File: src/hdl/fcsg_pkg.sv
// ----------------------------------------------------------------------------
// Filled circle span generator - package
// Widths, word types and helpers shared by the front end, job queue and
// span unit.
// ----------------------------------------------------------------------------
package fcsg_pkg;

    localparam int RADIUS_BITS = 13;
    localparam int COLOR_BITS  = 16;
    localparam int COORD_BITS  = 15;
    localparam int DISP_BITS   = 12;
    localparam int CFG_IDX_BITS = 2;

    // centre = corner + radius, never wraps
    localparam int CENTER_BITS =
        ((COORD_BITS > RADIUS_BITS) ? COORD_BITS : (RADIUS_BITS + 1)) + 1;
    localparam int SCOL_BITS = CENTER_BITS + 1;
    localparam int SLEN_BITS = RADIUS_BITS + 1;
    localparam int REND_BITS = SCOL_BITS + 1;
    localparam int DEC_BITS  = RADIUS_BITS + 5;
    localparam int INC_BITS  = RADIUS_BITS + 3;
    localparam int OLEN_BITS = DISP_BITS + 1;

    localparam int SPANS_PER_STEP = 4;
    localparam int IDX_BITS       = $clog2(SPANS_PER_STEP);

    // queue depths, powers of two so pointers wrap by themselves
    localparam int JQ_DEPTH    = 2;
    localparam int JQ_PTR_BITS = $clog2(JQ_DEPTH);
    localparam int OQ_DEPTH    = 2;
    localparam int OQ_PTR_BITS = $clog2(OQ_DEPTH);

    localparam logic [CFG_IDX_BITS-1:0] CFG_DISPLAY_WIDTH  = CFG_IDX_BITS'(0);
    localparam logic [CFG_IDX_BITS-1:0] CFG_DISPLAY_HEIGHT = CFG_IDX_BITS'(1);
    localparam logic [DISP_BITS-1:0]    WIDTH_RESET  = DISP_BITS'(320);
    localparam logic [DISP_BITS-1:0]    HEIGHT_RESET = DISP_BITS'(240);

    localparam logic OP_START = 1'b0;
    localparam logic OP_STEP  = 1'b1;

    typedef logic signed [CENTER_BITS-1:0] t_center;
    typedef logic        [RADIUS_BITS-1:0] t_offset;
    typedef logic signed [DEC_BITS-1:0]    t_dec;
    typedef logic signed [INC_BITS-1:0]    t_inc;
    typedef logic signed [SCOL_BITS-1:0]   t_scol;
    typedef logic        [SLEN_BITS-1:0]   t_slen;
    typedef logic signed [REND_BITS-1:0]   t_rend;
    typedef logic        [COLOR_BITS-1:0]  t_color;
    typedef logic        [DISP_BITS-1:0]   t_disp;
    typedef logic        [OLEN_BITS-1:0]   t_olen;

    // one classified input word as the span unit sees it
    typedef struct packed {
        logic    single;   // one span only (start or dead step)
        logic    dead;     // step with no walk in progress
        logic    done;
        t_center cx;
        t_center cy;
        t_offset ox;
        t_offset oy;
        t_color  color;
    } t_job;

    // raw, unclipped span
    typedef struct packed {
        t_scol  col;
        t_scol  row;
        t_slen  len;
        t_color color;
        logic   last;
        logic   done;
        logic   dead;
    } t_span;

    typedef struct packed {
        t_disp  column;
        t_disp  row_start;
        t_olen  span_length;
        t_color span_color;
        logic   visible;
        logic   last;
        logic   done_res;
    } t_result;

    typedef struct packed {
        t_disp width;
        t_disp height;
    } t_clip_cfg;

    function automatic t_center off_to_center(t_offset o);
        return t_center'($signed({1'b0, o}));
    endfunction

    function automatic t_scol off_to_scol(t_offset o);
        return t_scol'($signed({1'b0, o}));
    endfunction

endpackage

File: src/hdl/fcsg_front.sv
// ----------------------------------------------------------------------------
// Filled circle span generator - front end
// Accepts input words, runs the midpoint recurrence and hands one job word
// per input to the job queue.
// ----------------------------------------------------------------------------
module fcsg_front (
    input  logic                                  i_clk,
    input  logic                                  i_rst_n,
    input  logic                                  i_push,
    input  logic                                  i_full,
    input  logic                                  i_op,
    input  logic signed [fcsg_pkg::COORD_BITS-1:0] i_corner_x,
    input  logic signed [fcsg_pkg::COORD_BITS-1:0] i_corner_y,
    input  logic        [fcsg_pkg::RADIUS_BITS-1:0] i_radius,
    input  logic        [fcsg_pkg::COLOR_BITS-1:0]  i_fill_color,
    output logic                                  o_job_push,
    output fcsg_pkg::t_job                        o_job
);

    fcsg_pkg::t_center r_cx, r_cy, n_cx, n_cy;
    fcsg_pkg::t_dec    r_dec, n_dec;
    fcsg_pkg::t_inc    r_sxi, r_syi, n_sxi, n_syi;
    fcsg_pkg::t_offset r_ox, r_oy, n_ox, n_oy;
    fcsg_pkg::t_color  r_color, n_color;
    logic              r_walk, n_walk;

    logic              accept;
    logic              dec_nonneg;
    fcsg_pkg::t_offset step_ox, step_oy;
    fcsg_pkg::t_inc    step_sxi, step_syi;
    fcsg_pkg::t_dec    step_dec;
    logic              step_walk;
    fcsg_pkg::t_center start_cx, start_cy;

    assign accept = i_push && !i_full;
    assign o_job_push = accept;

    // one recurrence step
    always_comb begin
        dec_nonneg = !r_dec[fcsg_pkg::DEC_BITS-1];
        step_oy    = dec_nonneg ? (r_oy - fcsg_pkg::RADIUS_BITS'(1)) : r_oy;
        step_syi   = dec_nonneg ? (r_syi + fcsg_pkg::t_inc'(2)) : r_syi;
        step_ox    = r_ox + fcsg_pkg::RADIUS_BITS'(1);
        step_sxi   = r_sxi + fcsg_pkg::t_inc'(2);
        step_dec   = r_dec + (dec_nonneg ? fcsg_pkg::t_dec'(step_syi) : fcsg_pkg::t_dec'(0))
                   + fcsg_pkg::t_dec'(step_sxi);
        step_walk  = step_ox < step_oy;
    end

    assign start_cx = fcsg_pkg::t_center'(i_corner_x) + fcsg_pkg::off_to_center(i_radius);
    assign start_cy = fcsg_pkg::t_center'(i_corner_y) + fcsg_pkg::off_to_center(i_radius);

    always_comb begin
        n_cx    = r_cx;
        n_cy    = r_cy;
        n_dec   = r_dec;
        n_sxi   = r_sxi;
        n_syi   = r_syi;
        n_ox    = r_ox;
        n_oy    = r_oy;
        n_color = r_color;
        n_walk  = r_walk;
        o_job   = '0;
        if (i_op == fcsg_pkg::OP_START) begin
            n_cx    = start_cx;
            n_cy    = start_cy;
            n_dec   = fcsg_pkg::t_dec'(1) - fcsg_pkg::t_dec'($signed({1'b0, i_radius}));
            n_sxi   = fcsg_pkg::t_inc'(1);
            n_syi   = fcsg_pkg::t_inc'(0)
                    - (fcsg_pkg::t_inc'($signed({1'b0, i_radius})) <<< 1);
            n_ox    = '0;
            n_oy    = i_radius;
            n_color = i_fill_color;
            n_walk  = (i_radius != '0);
            o_job.single = 1'b1;
            o_job.dead   = 1'b0;
            o_job.done   = (i_radius == '0);
            o_job.cx     = start_cx;
            o_job.cy     = start_cy;
            o_job.ox     = '0;
            o_job.oy     = i_radius;
            o_job.color  = i_fill_color;
        end else if (!r_walk) begin
            // no walk in progress: one blank word marked done
            o_job.single = 1'b1;
            o_job.dead   = 1'b1;
            o_job.done   = 1'b1;
        end else begin
            n_dec   = step_dec;
            n_sxi   = step_sxi;
            n_syi   = step_syi;
            n_ox    = step_ox;
            n_oy    = step_oy;
            n_walk  = step_walk;
            o_job.single = 1'b0;
            o_job.dead   = 1'b0;
            o_job.done   = !step_walk;
            o_job.cx     = r_cx;
            o_job.cy     = r_cy;
            o_job.ox     = step_ox;
            o_job.oy     = step_oy;
            o_job.color  = r_color;
        end
    end

    always_ff @(posedge i_clk) begin
        if (!i_rst_n) begin
            r_cx    <= '0;
            r_cy    <= '0;
            r_dec   <= '0;
            r_sxi   <= fcsg_pkg::t_inc'(1);
            r_syi   <= '0;
            r_ox    <= '0;
            r_oy    <= '0;
            r_color <= '0;
            r_walk  <= 1'b0;
        end else if (accept) begin
            r_cx    <= n_cx;
            r_cy    <= n_cy;
            r_dec   <= n_dec;
            r_sxi   <= n_sxi;
            r_syi   <= n_syi;
            r_ox    <= n_ox;
            r_oy    <= n_oy;
            r_color <= n_color;
            r_walk  <= n_walk;
        end
    end

endmodule

File: src/hdl/fcsg_job_queue.sv
// ----------------------------------------------------------------------------
// Filled circle span generator - job queue
// Short first-in first-out queue of job words between front end and span unit.
// ----------------------------------------------------------------------------
module fcsg_job_queue (
    input  logic           i_clk,
    input  logic           i_rst_n,
    input  logic           i_push,
    input  fcsg_pkg::t_job i_data,
    input  logic           i_pop,
    output logic           o_full,
    output logic           o_valid,
    output fcsg_pkg::t_job o_data
);

    fcsg_pkg::t_job                      r_mem [fcsg_pkg::JQ_DEPTH];
    logic [fcsg_pkg::JQ_PTR_BITS-1:0]    r_wp, r_rp;
    logic [fcsg_pkg::JQ_PTR_BITS:0]      r_cnt, n_cnt;
    logic                                do_push, do_pop;

    assign o_full  = (r_cnt == (fcsg_pkg::JQ_PTR_BITS+1)'(fcsg_pkg::JQ_DEPTH));
    assign o_valid = (r_cnt != '0);
    assign o_data  = r_mem[r_rp];
    assign do_push = i_push && !o_full;
    assign do_pop  = i_pop && o_valid;

    always_comb begin
        n_cnt = r_cnt;
        if (do_push && !do_pop) begin
            n_cnt = r_cnt + (fcsg_pkg::JQ_PTR_BITS+1)'(1);
        end else if (do_pop && !do_push) begin
            n_cnt = r_cnt - (fcsg_pkg::JQ_PTR_BITS+1)'(1);
        end
    end

    always_ff @(posedge i_clk) begin
        if (!i_rst_n) begin
            r_wp  <= '0;
            r_rp  <= '0;
            r_cnt <= '0;
        end else begin
            r_cnt <= n_cnt;
            if (do_push) begin
                r_wp <= r_wp + fcsg_pkg::JQ_PTR_BITS'(1);
            end
            if (do_pop) begin
                r_rp <= r_rp + fcsg_pkg::JQ_PTR_BITS'(1);
            end
        end
    end

    always_ff @(posedge i_clk) begin
        if (do_push) begin
            r_mem[r_wp] <= i_data;
        end
    end

endmodule

File: src/hdl/fcsg_span_unit.sv
// ----------------------------------------------------------------------------
// Filled circle span generator - span unit
// Expands job words into spans, one a cycle while the output queue has room,
// clips them to the display and holds finished results in that small queue.
// ----------------------------------------------------------------------------
module fcsg_span_unit (
    input  logic                i_clk,
    input  logic                i_rst_n,
    input  logic                i_job_valid,
    input  fcsg_pkg::t_job      i_job,
    input  fcsg_pkg::t_clip_cfg i_cfg,
    input  logic                i_pop,
    output logic                o_job_pop,
    output logic                o_empty,
    output fcsg_pkg::t_result   o_result
);

    logic [fcsg_pkg::IDX_BITS-1:0]    r_idx;
    logic                             r_a_valid;
    fcsg_pkg::t_span                  r_a;
    fcsg_pkg::t_span                  a_next;
    logic                             a_load, a_fire;
    fcsg_pkg::t_offset                col_off, row_off;

    fcsg_pkg::t_result                r_oq [fcsg_pkg::OQ_DEPTH];
    logic [fcsg_pkg::OQ_PTR_BITS-1:0] r_wp, r_rp;
    logic [fcsg_pkg::OQ_PTR_BITS:0]   r_cnt, n_cnt;
    logic                             oq_full, do_pop;

    fcsg_pkg::t_rend                  row_end, row_lo, row_hi, h_ext;
    fcsg_pkg::t_scol                  w_ext;
    logic                             vis;
    fcsg_pkg::t_rend                  clip_len;
    fcsg_pkg::t_result                clipped;

    assign oq_full = (r_cnt == (fcsg_pkg::OQ_PTR_BITS+1)'(fcsg_pkg::OQ_DEPTH));
    assign o_empty = (r_cnt == '0);
    assign do_pop  = i_pop && !o_empty;
    assign a_fire  = r_a_valid && !oq_full;
    assign a_load  = i_job_valid && (!r_a_valid || a_fire);

    // select span r_idx of the job: odd spans swap the offsets, upper half mirrors
    always_comb begin
        col_off = r_idx[0] ? i_job.oy : i_job.ox;
        row_off = r_idx[0] ? i_job.ox : i_job.oy;
        a_next.col = r_idx[1] ? (fcsg_pkg::t_scol'(i_job.cx) - fcsg_pkg::off_to_scol(col_off))
                              : (fcsg_pkg::t_scol'(i_job.cx) + fcsg_pkg::off_to_scol(col_off));
        a_next.row   = fcsg_pkg::t_scol'(i_job.cy) - fcsg_pkg::off_to_scol(row_off);
        a_next.len   = {row_off, 1'b1};
        a_next.color = i_job.color;
        a_next.last  = i_job.single
                    || (r_idx == fcsg_pkg::IDX_BITS'(fcsg_pkg::SPANS_PER_STEP - 1));
        a_next.done  = i_job.done;
        a_next.dead  = i_job.dead;
    end

    assign o_job_pop = a_load && a_next.last;

    always_ff @(posedge i_clk) begin
        if (!i_rst_n) begin
            r_idx     <= '0;
            r_a_valid <= 1'b0;
        end else begin
            if (a_load) begin
                r_a_valid <= 1'b1;
                r_idx     <= a_next.last ? '0 : (r_idx + fcsg_pkg::IDX_BITS'(1));
            end else if (a_fire) begin
                r_a_valid <= 1'b0;
            end
        end
    end

    always_ff @(posedge i_clk) begin
        if (a_load) begin
            r_a <= a_next;
        end
    end

    // clip to the display
    always_comb begin
        h_ext    = fcsg_pkg::t_rend'($signed({1'b0, i_cfg.height}));
        w_ext    = fcsg_pkg::t_scol'($signed({1'b0, i_cfg.width}));
        row_end  = fcsg_pkg::t_rend'(r_a.row) + fcsg_pkg::t_rend'($signed({1'b0, r_a.len}));
        row_lo   = r_a.row[fcsg_pkg::SCOL_BITS-1] ? '0 : fcsg_pkg::t_rend'(r_a.row);
        row_hi   = (row_end > h_ext) ? h_ext : row_end;
        vis      = !r_a.dead && !r_a.col[fcsg_pkg::SCOL_BITS-1] && (r_a.col < w_ext)
                && (row_hi > row_lo);
        clip_len = row_hi - row_lo;
        clipped.column      = vis ? r_a.col[fcsg_pkg::DISP_BITS-1:0] : '0;
        clipped.row_start   = vis ? row_lo[fcsg_pkg::DISP_BITS-1:0] : '0;
        clipped.span_length = vis ? clip_len[fcsg_pkg::OLEN_BITS-1:0] : '0;
        clipped.span_color  = r_a.dead ? '0 : r_a.color;
        clipped.visible     = vis;
        clipped.last        = r_a.last;
        clipped.done_res    = r_a.done;
    end

    always_comb begin
        n_cnt = r_cnt;
        if (a_fire && !do_pop) begin
            n_cnt = r_cnt + (fcsg_pkg::OQ_PTR_BITS+1)'(1);
        end else if (do_pop && !a_fire) begin
            n_cnt = r_cnt - (fcsg_pkg::OQ_PTR_BITS+1)'(1);
        end
    end

    always_ff @(posedge i_clk) begin
        if (!i_rst_n) begin
            r_wp  <= '0;
            r_rp  <= '0;
            r_cnt <= '0;
        end else begin
            r_cnt <= n_cnt;
            if (a_fire) begin
                r_wp <= r_wp + fcsg_pkg::OQ_PTR_BITS'(1);
            end
            if (do_pop) begin
                r_rp <= r_rp + fcsg_pkg::OQ_PTR_BITS'(1);
            end
        end
    end

    always_ff @(posedge i_clk) begin
        if (a_fire) begin
            r_oq[r_wp] <= clipped;
        end
    end

    assign o_result = r_oq[r_rp];

endmodule

File: src/hdl/filled_circle_span_generator.sv
// ----------------------------------------------------------------------------
// Filled circle span generator - top level
// Draws a filled circle as clipped vertical spans with the midpoint recurrence.
// ----------------------------------------------------------------------------
// A start word (op 0) loads the circle and yields one result, the centre
// column; a step word (op 1) advances the walk and yields four column spans,
// or one blank word marked done once the walk has ended. The front end takes
// one word a cycle while its two-entry job queue has room; the span unit
// turns out one span a cycle while its two-word output queue has room. A
// word passes the job queue, the span register and the output queue, where
// results wait until popped. The user must write display size through the
// config channel only while the block is idle; the block does not enforce it.
module filled_circle_span_generator (
    input  logic                                    i_clk,
    input  logic                                    i_rst_n,
    input  logic                                    push,
    output logic                                    full,
    input  logic                                    i_op,
    input  logic signed [fcsg_pkg::COORD_BITS-1:0]  i_corner_x,
    input  logic signed [fcsg_pkg::COORD_BITS-1:0]  i_corner_y,
    input  logic        [fcsg_pkg::RADIUS_BITS-1:0] i_radius,
    input  logic        [fcsg_pkg::COLOR_BITS-1:0]  i_fill_color,
    output logic                                    empty,
    input  logic                                    pop,
    output logic        [fcsg_pkg::DISP_BITS-1:0]   o_column,
    output logic        [fcsg_pkg::DISP_BITS-1:0]   o_row_start,
    output logic        [fcsg_pkg::OLEN_BITS-1:0]   o_span_length,
    output logic        [fcsg_pkg::COLOR_BITS-1:0]  o_span_color,
    output logic                                    o_visible,
    output logic                                    o_last,
    output logic                                    o_done_res,
    input  logic                                    i_cfg_valid,
    output logic                                    o_cfg_ready,
    input  logic        [fcsg_pkg::CFG_IDX_BITS-1:0] i_cfg_index,
    input  logic        [fcsg_pkg::DISP_BITS-1:0]   i_cfg_data
);

    fcsg_pkg::t_clip_cfg r_cfg;
    fcsg_pkg::t_job      front_job, queue_job;
    logic                front_push, queue_valid, queue_pop;
    fcsg_pkg::t_result   result;

    assign o_cfg_ready = 1'b1;

    // indexes past the register list are dropped
    always_ff @(posedge i_clk) begin
        if (!i_rst_n) begin
            r_cfg.width  <= fcsg_pkg::WIDTH_RESET;
            r_cfg.height <= fcsg_pkg::HEIGHT_RESET;
        end else if (i_cfg_valid && o_cfg_ready) begin
            if (i_cfg_index == fcsg_pkg::CFG_DISPLAY_WIDTH) begin
                r_cfg.width <= i_cfg_data;
            end else if (i_cfg_index == fcsg_pkg::CFG_DISPLAY_HEIGHT) begin
                r_cfg.height <= i_cfg_data;
            end
        end
    end

    fcsg_front u_front (
        .i_clk        (i_clk),
        .i_rst_n      (i_rst_n),
        .i_push       (push),
        .i_full       (full),
        .i_op         (i_op),
        .i_corner_x   (i_corner_x),
        .i_corner_y   (i_corner_y),
        .i_radius     (i_radius),
        .i_fill_color (i_fill_color),
        .o_job_push   (front_push),
        .o_job        (front_job)
    );

    fcsg_job_queue u_job_queue (
        .i_clk   (i_clk),
        .i_rst_n (i_rst_n),
        .i_push  (front_push),
        .i_data  (front_job),
        .i_pop   (queue_pop),
        .o_full  (full),
        .o_valid (queue_valid),
        .o_data  (queue_job)
    );

    fcsg_span_unit u_span_unit (
        .i_clk       (i_clk),
        .i_rst_n     (i_rst_n),
        .i_job_valid (queue_valid),
        .i_job       (queue_job),
        .i_cfg       (r_cfg),
        .i_pop       (pop),
        .o_job_pop   (queue_pop),
        .o_empty     (empty),
        .o_result    (result)
    );

    assign o_column      = result.column;
    assign o_row_start   = result.row_start;
    assign o_span_length = result.span_length;
    assign o_span_color  = result.span_color;
    assign o_visible     = result.visible;
    assign o_last        = result.last;
    assign o_done_res    = result.done_res;

endmodule

File: config.mk
export PLATFORM = sky130hd
export DESIGN_NAME = filled_circle_span_generator
export DESIGN_NICKNAME = d
export VERILOG_FILES = /design/src/hdl/fcsg_pkg.sv /design/src/hdl/fcsg_front.sv /design/src/hdl/fcsg_job_queue.sv /design/src/hdl/fcsg_span_unit.sv /design/src/hdl/filled_circle_span_generator.sv
export SDC_FILE = /design/constraint.sdc
export NUM_CORES = 1
export LEC_CHECK = 0
export ABC_CLOCK_PERIOD_IN_PS = 12500
export BUFFER_PORTS_ARGS = -buffer_cell sky130_fd_sc_hd__buf_2
export CAP_MARGIN = 10
export CORE_MARGIN = 5
export CORE_UTILIZATION = 55
export DETAILED_ROUTE_END_ITERATION = 10
export PLACE_DENSITY = 0.77
export SYNTH_ARGS = -nofsm -noshare
export SYNTH_HDL_FRONTEND = slang
export SYNTH_SLANG_ARGS = --single-unit
File: constraint.sdc
create_clock -name i_clk -period 12.5 [get_ports i_clk]
set_input_delay 1.25 -clock i_clk [delete_from_list [all_inputs] [get_ports i_clk]]
set_output_delay 1.25 -clock i_clk [all_outputs]
set_load 0.02 [all_outputs]
==> results of run 1 <==
==> kinds of logic (layout without fill, tap and decap cells) <==
kind of cell | Yosys count | in the layout | synth area share
other cells | 1 | 2 | 0.000138
buf+inv | 306 | 442 | 0.0434
compound gates | 542 | 542 | 0.127
xor+xnor | 167 | 167 | 0.0541
mux | 149 | 149 | 0.0617
flops | 493 | 493 | 0.486
fa+ha+maj | 171 | 171 | 0.0854
simple gates | 795 | 795 | 0.143
==> where the power goes <==
group / internal (mW) / switching, mW
combinational: 1.39 / 1.92
clock: 0.913 / 0.644
sequential: 2.19 / 0.167
==> sequential cells by signal (all words and copies together) (netlist names), 15 cells and up, named ones only <==
register           cells
u_span_unit.r_oq     112
u_front.r_dec         18
u_front.r_cy          16
u_front.r_sxi         16
u_front.r_color       16
u_front.r_cx          16
r_cfg                 24
u_span_unit.r_a       64
u_front.r_syi         15
u_job_queue.r_mem    154
==> cell type report <==
class                      instances  share of cell area
sequential                       493               0.438
timing repair buffer             155              0.0275
clock buffer                      71              0.0475
clock inverter                    25              0.0105
inverter                         191              0.0238
tap                              664              0.0275
multi-input combinational       1826               0.426
==> cells in the mapped netlist, types with 7 or more instances <==
cell type / count / share of area
buf_1: 11 / 0.0015
dfxtp_1: 161 / 0.12
ha_1: 147 / 0.068
a21oi_1: 104 / 0.019
nor3_1: 42 / 0.0077
buf_2: 8 / 0.0015
xor2_1: 70 / 0.023
nand2_1: 239 / 0.033
mux2_2: 115 / 0.048
or3_1: 18 / 0.0041
fa_1: 24 / 0.018
clkbuf_1: 93 / 0.013
mux2i_1: 26 / 0.0096
inv_1: 188 / 0.026
a21o_1: 25 / 0.0069
o22ai_1: 7 / 0.0016
edfxtp_1: 332 / 0.37
a21boi_0: 48 / 0.013
and3_1: 27 / 0.0062
o21a_1: 19 / 0.0053
and2_1: 60 / 0.014
o21ai_0: 192 / 0.035
nor2_1: 172 / 0.024
xnor2_1: 96 / 0.031
nor2b_1: 66 / 0.015
a211oi_1: 22 / 0.0061
nand3_1: 80 / 0.015
nand2b_1: 33 / 0.0076
a22oi_1: 20 / 0.0055
o211ai_1: 19 / 0.0053
o211a_1: 11 / 0.0041
a31oi_1: 8 / 0.0018
mux2_4: 8 / 0.0044
nand4_1: 12 / 0.0028
or2_2: 10 / 0.0023
or4_1: 7 / 0.0019
==> worst max-delay path, stage by stage (launching register included) <==
cell       delay (ps)
edfxtp_1          390
ha_1              380
a2111oi_4         360
o31a_1            290
nor2_1             70
xor2_1            230
ha_1              290
a211oi_1          200
o21ai_0           130
nor3_1            250
nor2_1             80
or3_4             350
nor4_4            230
a211oi_2           50
buf_4             240
mux2_2            290
ha_1              340
nor2b_1           160
o21ai_0           160
nand2b_1          150
a221oi_1          450
o21ai_0           230
o21a_1            220
o21ai_0           200
a221o_1           240
buf_4             370
nor3_1            150
==> layer usage <==
layer | vias to the layer above | GRT usage | share of wire | wire [µm]
met5 | - | 0 | 0 | 0
met4 | 0 | 0.0655 | 0.029 | 1820
met3 | 123 | 0.0325 | 0.054 | 3380
met2 | 561 | 0.390 | 0.49 | 30500
met1 | 9203 | 0.309 | 0.43 | 27100
li1 | 9464 | - | - | -
==> per-stage QoR <==
stage | cells | setup slack (ps) | instance area, µm²
6_report | 3425 | 5700 | 30200
5_1_grt | 3425 | 5150 | 30200
4_1_cts | 3425 | 5710 | 30200
3_5_place_dp | 3329 | 5730 | 28400
3_3_place_gp | 3329 | 5870 | 28400
2_1_floorplan | 2625 | 6810 | 27200
==> how the worst min path moves through the flow <==
stage	from	endpoint	slack [ps]	cells after the start
2_1_floorplan	u_span_unit.clipped[0]$_DFFE_PP_	u_span_unit.r_oq[0][0]$_DFFE_PP_	420	0
3_3_place_gp	u_span_unit.clipped[0]$_DFFE_PP_	u_span_unit.r_oq[0][0]$_DFFE_PP_	420	0
3_5_place_dp	u_span_unit.clipped[1]$_DFFE_PP_	u_span_unit.r_oq[1][1]$_DFFE_PP_	430	0
4_1_cts	u_span_unit.clipped[1]$_DFFE_PP_	u_span_unit.r_oq[1][1]$_DFFE_PP_	440	0
5_1_grt	u_span_unit.clipped[1]$_DFFE_PP_	u_span_unit.r_oq[1][1]$_DFFE_PP_	460	0
6_report	u_span_unit.clipped[1]$_DFFE_PP_	u_span_unit.r_oq[1][1]$_DFFE_PP_	440	0
==> impl_metrics.tcl, run 1 <==
set metrics [dict create \
    critPathKind "flip-flop to flip-flop" \
    io_buffers 136 \
    cts_tree "yes" \
    crit_path_end "u_span_unit.r_oq[0][22]$_DFFE_PP_" \
    areaGrowthSynthToFinish_pct 11.0 \
    final.fill_count 3911 \
    holdWs_ps 444 \
    place.gp.congestion 0.862 \
    async_reset_ff_frac 0 \
    first_pass_iters 5 \
    setup_viol 0 \
    vias 19351 \
    die-width_um 232 \
    avgSynthCellArea_um2 10.4 \
    r2r_end "u_span_unit.r_oq[0][22]$_DFFE_PP_" \
    worstSetupStartpointType "flip-flop" \
    yosys_most_used_dff "edfxtp_1" \
    drt_first_iter_violations 1455 \
    r2r-start "u_span_unit.r_a[37]$_DFFE_PP_" \
    antenna_found_initial 0 \
    powerDensity_nw_per_um2 240 \
    grt_pass1_vias 19163 \
    grt_usage 0.229 \
    r2r_slack_ps 5700 \
    pin_count 138 \
    fp-row-count 81 \
    routed_via_density 5.65 \
    netlist_area_um2 27200 \
    cts_root_buf "clkbuf_16" \
    num_antenna_cells 0 \
    drc 0 \
    synth_cell_types 81 \
    slew_violations 0 \
    htreeDepth 2 \
    cp.arrival_ps 7110 \
    post_cts_resized 0 \
    synth_edf_count 332 \
    final_cell_mix "edfxtp_1 (332), nand2_1 (238), o21ai_0 (192)" \
    regArea_um2 13200 \
    synthCells 2624 \
    critPathRequiredTime_ps 12810 \
    grt_pass1_wl_um 100000 \
    insertion_delay_ps 600 \
    synth_warnings 0 \
    cts_buffer_depth 3 \
    core_area_um2 48800 \
    initial_core_util 0.556 \
    cts_made_buffers 51 \
    hold_viol 0 \
    power.total_mw 7.23 \
    slew_headroom 0.213 \
    rsz0062_at_grt "false" \
    ys_seq_area_frac 0.486 \
    hold_class "flip-flop to flip-flop" \
    die_area_um2 53900 \
    finalClockSkew_ps 18.2 \
    wl_um 62800 \
    die_y_um 232 \
    nNetsFinal 2968 \
    grt_overflow_total 0 \
    drv_cap 0 \
    multi_input_area_um2 12800 \
    period_share 0.544 \
    period_minus_slack_ps 6800 \
    layout-drive-gt1-share 0.146 \
    setup_tns_ps 0 \
    status "finished, final reports clean" \
    ys_ff_latch 493 \
    final_common_cell "edfxtp_1" \
    grt_max_degree 98 \
    final_util 0.617 \
    postCtsSetupBuffers 0 \
    cts.reportedPaths.clkPinSlew_ps 60 \
    cp_max_fo 35 \
    fmax_mhz 147 \
    reg2reg_depth 26 \
    p_leak_nw 12.0 \
    detail-route-antenna-nets 0 \
    cp-end-kind "flip-flop" \
    worstMarginPinSlew_ps 1180 \
    hold_buffers 0 \
    detailedPlacementHpwl_um 44500 \
    peakVddDrop_uv 132 \
    wire_per_inst_um 18.3 \
    cts_sinks 493 \
    cp-startpoint "u_span_unit.r_a[37]$_DFFE_PP_" \
]
No activity file was read; power rests on OpenSTA's default activity.
==> inputs of run 2 (changes only) <==
ABC_CLOCK_PERIOD_IN_PS = 6600   (was 12500)
clock period = 6.6 ns   (was 12.5 ns; I/O delays follow)
==> run 2 against run 1 <==
Against the previous run: clock power grew 100%; setup slack lost 5300 ps; final cell count grew 0.26%; first-iteration DRC count shrank 4.5%; total power grew 94%; largest cell class unchanged; highest routed layer unchanged.
==> impl_metrics.tcl, run 2 (synthesis results as in run 1) <==
set metrics [dict create \
    status "finished, final reports clean" \
    hold_class "input port to flip-flop" \
    worstSetupStartpointType "flip-flop" \
    die_area_um2 53900 \
    grt_pass1_vias 18940 \
    final.fill_count 3941 \
    grt_max_degree 82 \
    vias 19432 \
    slowest_stage "fa_1" \
    routed_via_density 5.66 \
    hold_viol 0 \
    drv_cap 0 \
    nNetsFinal 2978 \
    final_util 0.623 \
    largest_reg_flops 154 \
    slew_violations 0 \
    cp-end-kind "flip-flop" \
    core_area_um2 48800 \
    wl_um 61500 \
    period_minus_slack_ps 6180 \
    worstMarginPinSlew_ps 867 \
    fmax_mhz 162 \
    first_pass_iters 6 \
    cts.reportedPaths.clkPinSlew_ps 60 \
    setup_tns_ps 0 \
    final_common_cell "edfxtp_1" \
    fp-row-count 81 \
    layout-drive-gt1-share 0.156 \
    initial_core_util 0.556 \
    drc 0 \
    antenna_found_initial 0 \
    grt_overflow_total 0 \
    grt_usage 0.224 \
    pin_count 138 \
    top_register "u_job_queue.r_mem" \
    hold_buffers 0 \
    final_cell_mix "edfxtp_1 (332), nand2_1 (238), o21ai_0 (191)" \
    powerDensity_nw_per_um2 461 \
    cts_made_buffers 50 \
    rsz0062_at_grt "false" \
    drt_first_iter_violations 1390 \
    htreeDepth 2 \
    power.total_mw 14.0 \
    cts_buffer_depth 3 \
    finalClockSkew_ps 28.9 \
    largestRegisters "u_job_queue.r_mem: 154 flops, u_span_unit.r_oq: 112 flops, u_span_unit.r_a: 64 flops" \
    io_buffers 136 \
    wire_per_inst_um 17.9 \
    max_stage_delay_ps 410 \
    period_share 0.937 \
    cts_root_buf "clkbuf_16" \
    die-width_um 232 \
    place.gp.congestion 0.881 \
    num_antenna_cells 0 \
    detail-route-antenna-nets 0 \
    setup_viol 0 \
    detailedPlacementHpwl_um 44000 \
    cts_tree "yes" \
    cp_max_fo 38 \
    critPathRequiredTime_ps 7000 \
    p_leak_nw 12.1 \
    grt_pass1_wl_um 98000 \
    peakVddDrop_uv 309 \
    cp.arrival_ps 6580 \
    areaGrowthSynthToFinish_pct 12.0 \
    critPathKind "flip-flop to flip-flop" \
    slew_headroom 0.421 \
    insertion_delay_ps 600 \
    cts_sinks 493 \
    die_y_um 232 \
]
run 2: cell count changes in the layout (fill, tap and decap cells not counted), sizes merged:
cell    change
clkbuf      -9
buf        +11
bufinv      +5
inv         +2
run 2: final timing paths:
path	endpoint	cells after the start	startpoint	slack, ps
setup / recovery	u_span_unit.r_oq[1][29]$_DFFE_PP_	27	u_span_unit.r_a[23]$_DFFE_PP_	420
hold reg to reg	u_span_unit.r_oq[1][1]$_DFFE_PP_	0	u_span_unit.clipped[1]$_DFFE_PP_	440
setup reg to reg	u_span_unit.r_oq[1][29]$_DFFE_PP_	27	u_span_unit.r_a[23]$_DFFE_PP_	420
hold / removal	u_front.r_color[6]$_SDFFE_PN0P_	3	i_fill_color[6]	340
run 2: critical path, delay by kind of cell (launching register included):
kind	cells	cell delay, ps
compound gates	12	2260
flops	1	380
xor+xnor	1	220
fa+ha+maj	4	1320
mux	1	120
simple gates	7	1330
buf+inv	2	350
run 2: metal layers:
metal  part of all wire  global-route usage  routed length, µm  vias up
met5                  0                   0                  0        -
met3              0.056              0.0275               3470      153
li1                   -                   -                  -     9489
met4              0.041              0.0927               2530        0
met2               0.47               0.365              29100      599
met1               0.43               0.304              26400     9191
run 2: where the power goes:
part	internal, mW	switching [mW]	total, mW
registers	4.15	0.317	4.47
clock network	1.90	1.22	3.12
logic	2.79	3.64	6.43
total	8.84	5.17	14.0
run 2: layout make-up:
| type | instances | area (µm²) | area share |
|---|---|---|---|
| Clock buffer | 62 | 1390 | 0.0456 |
| Clock inverter | 32 | 470 | 0.0155 |
| Inverter | 191 | 717 | 0.0236 |
| Multi-Input combinational cell | 1826 | 12900 | 0.423 |
| Sequential cell | 493 | 13200 | 0.434 |
| Tap cell | 664 | 831 | 0.0273 |
| Timing Repair Buffer | 166 | 936 | 0.0308 |
run 2: per-stage QoR:
| stage | instances | area (µm²) | hold WS [ps] | worst slack (ps) |
|---|---|---|---|---|
| 2_1_floorplan | 2625 | 27200 | 421 | 908 |
| 3_3_place_gp | 3333 | 28500 | 425 | 72.6 |
| 3_5_place_dp | 3333 | 28500 | 431 | 6.71 |
| 4_1_cts | 3427 | 30300 | 301 | 199 |
| 5_1_grt | 3434 | 30400 | 316 | 9.14 |
| 6_report | 3434 | 30400 | 338 | 417 |
run 2: repair_timing:
item | in CTS | in global routing
endpoints found under the setup margin | 4 | 76
gates cloned | 0 | 0
buffers inserted | 0 | 7
resized for setup | 1 | 7
pin swaps | 0 | 5
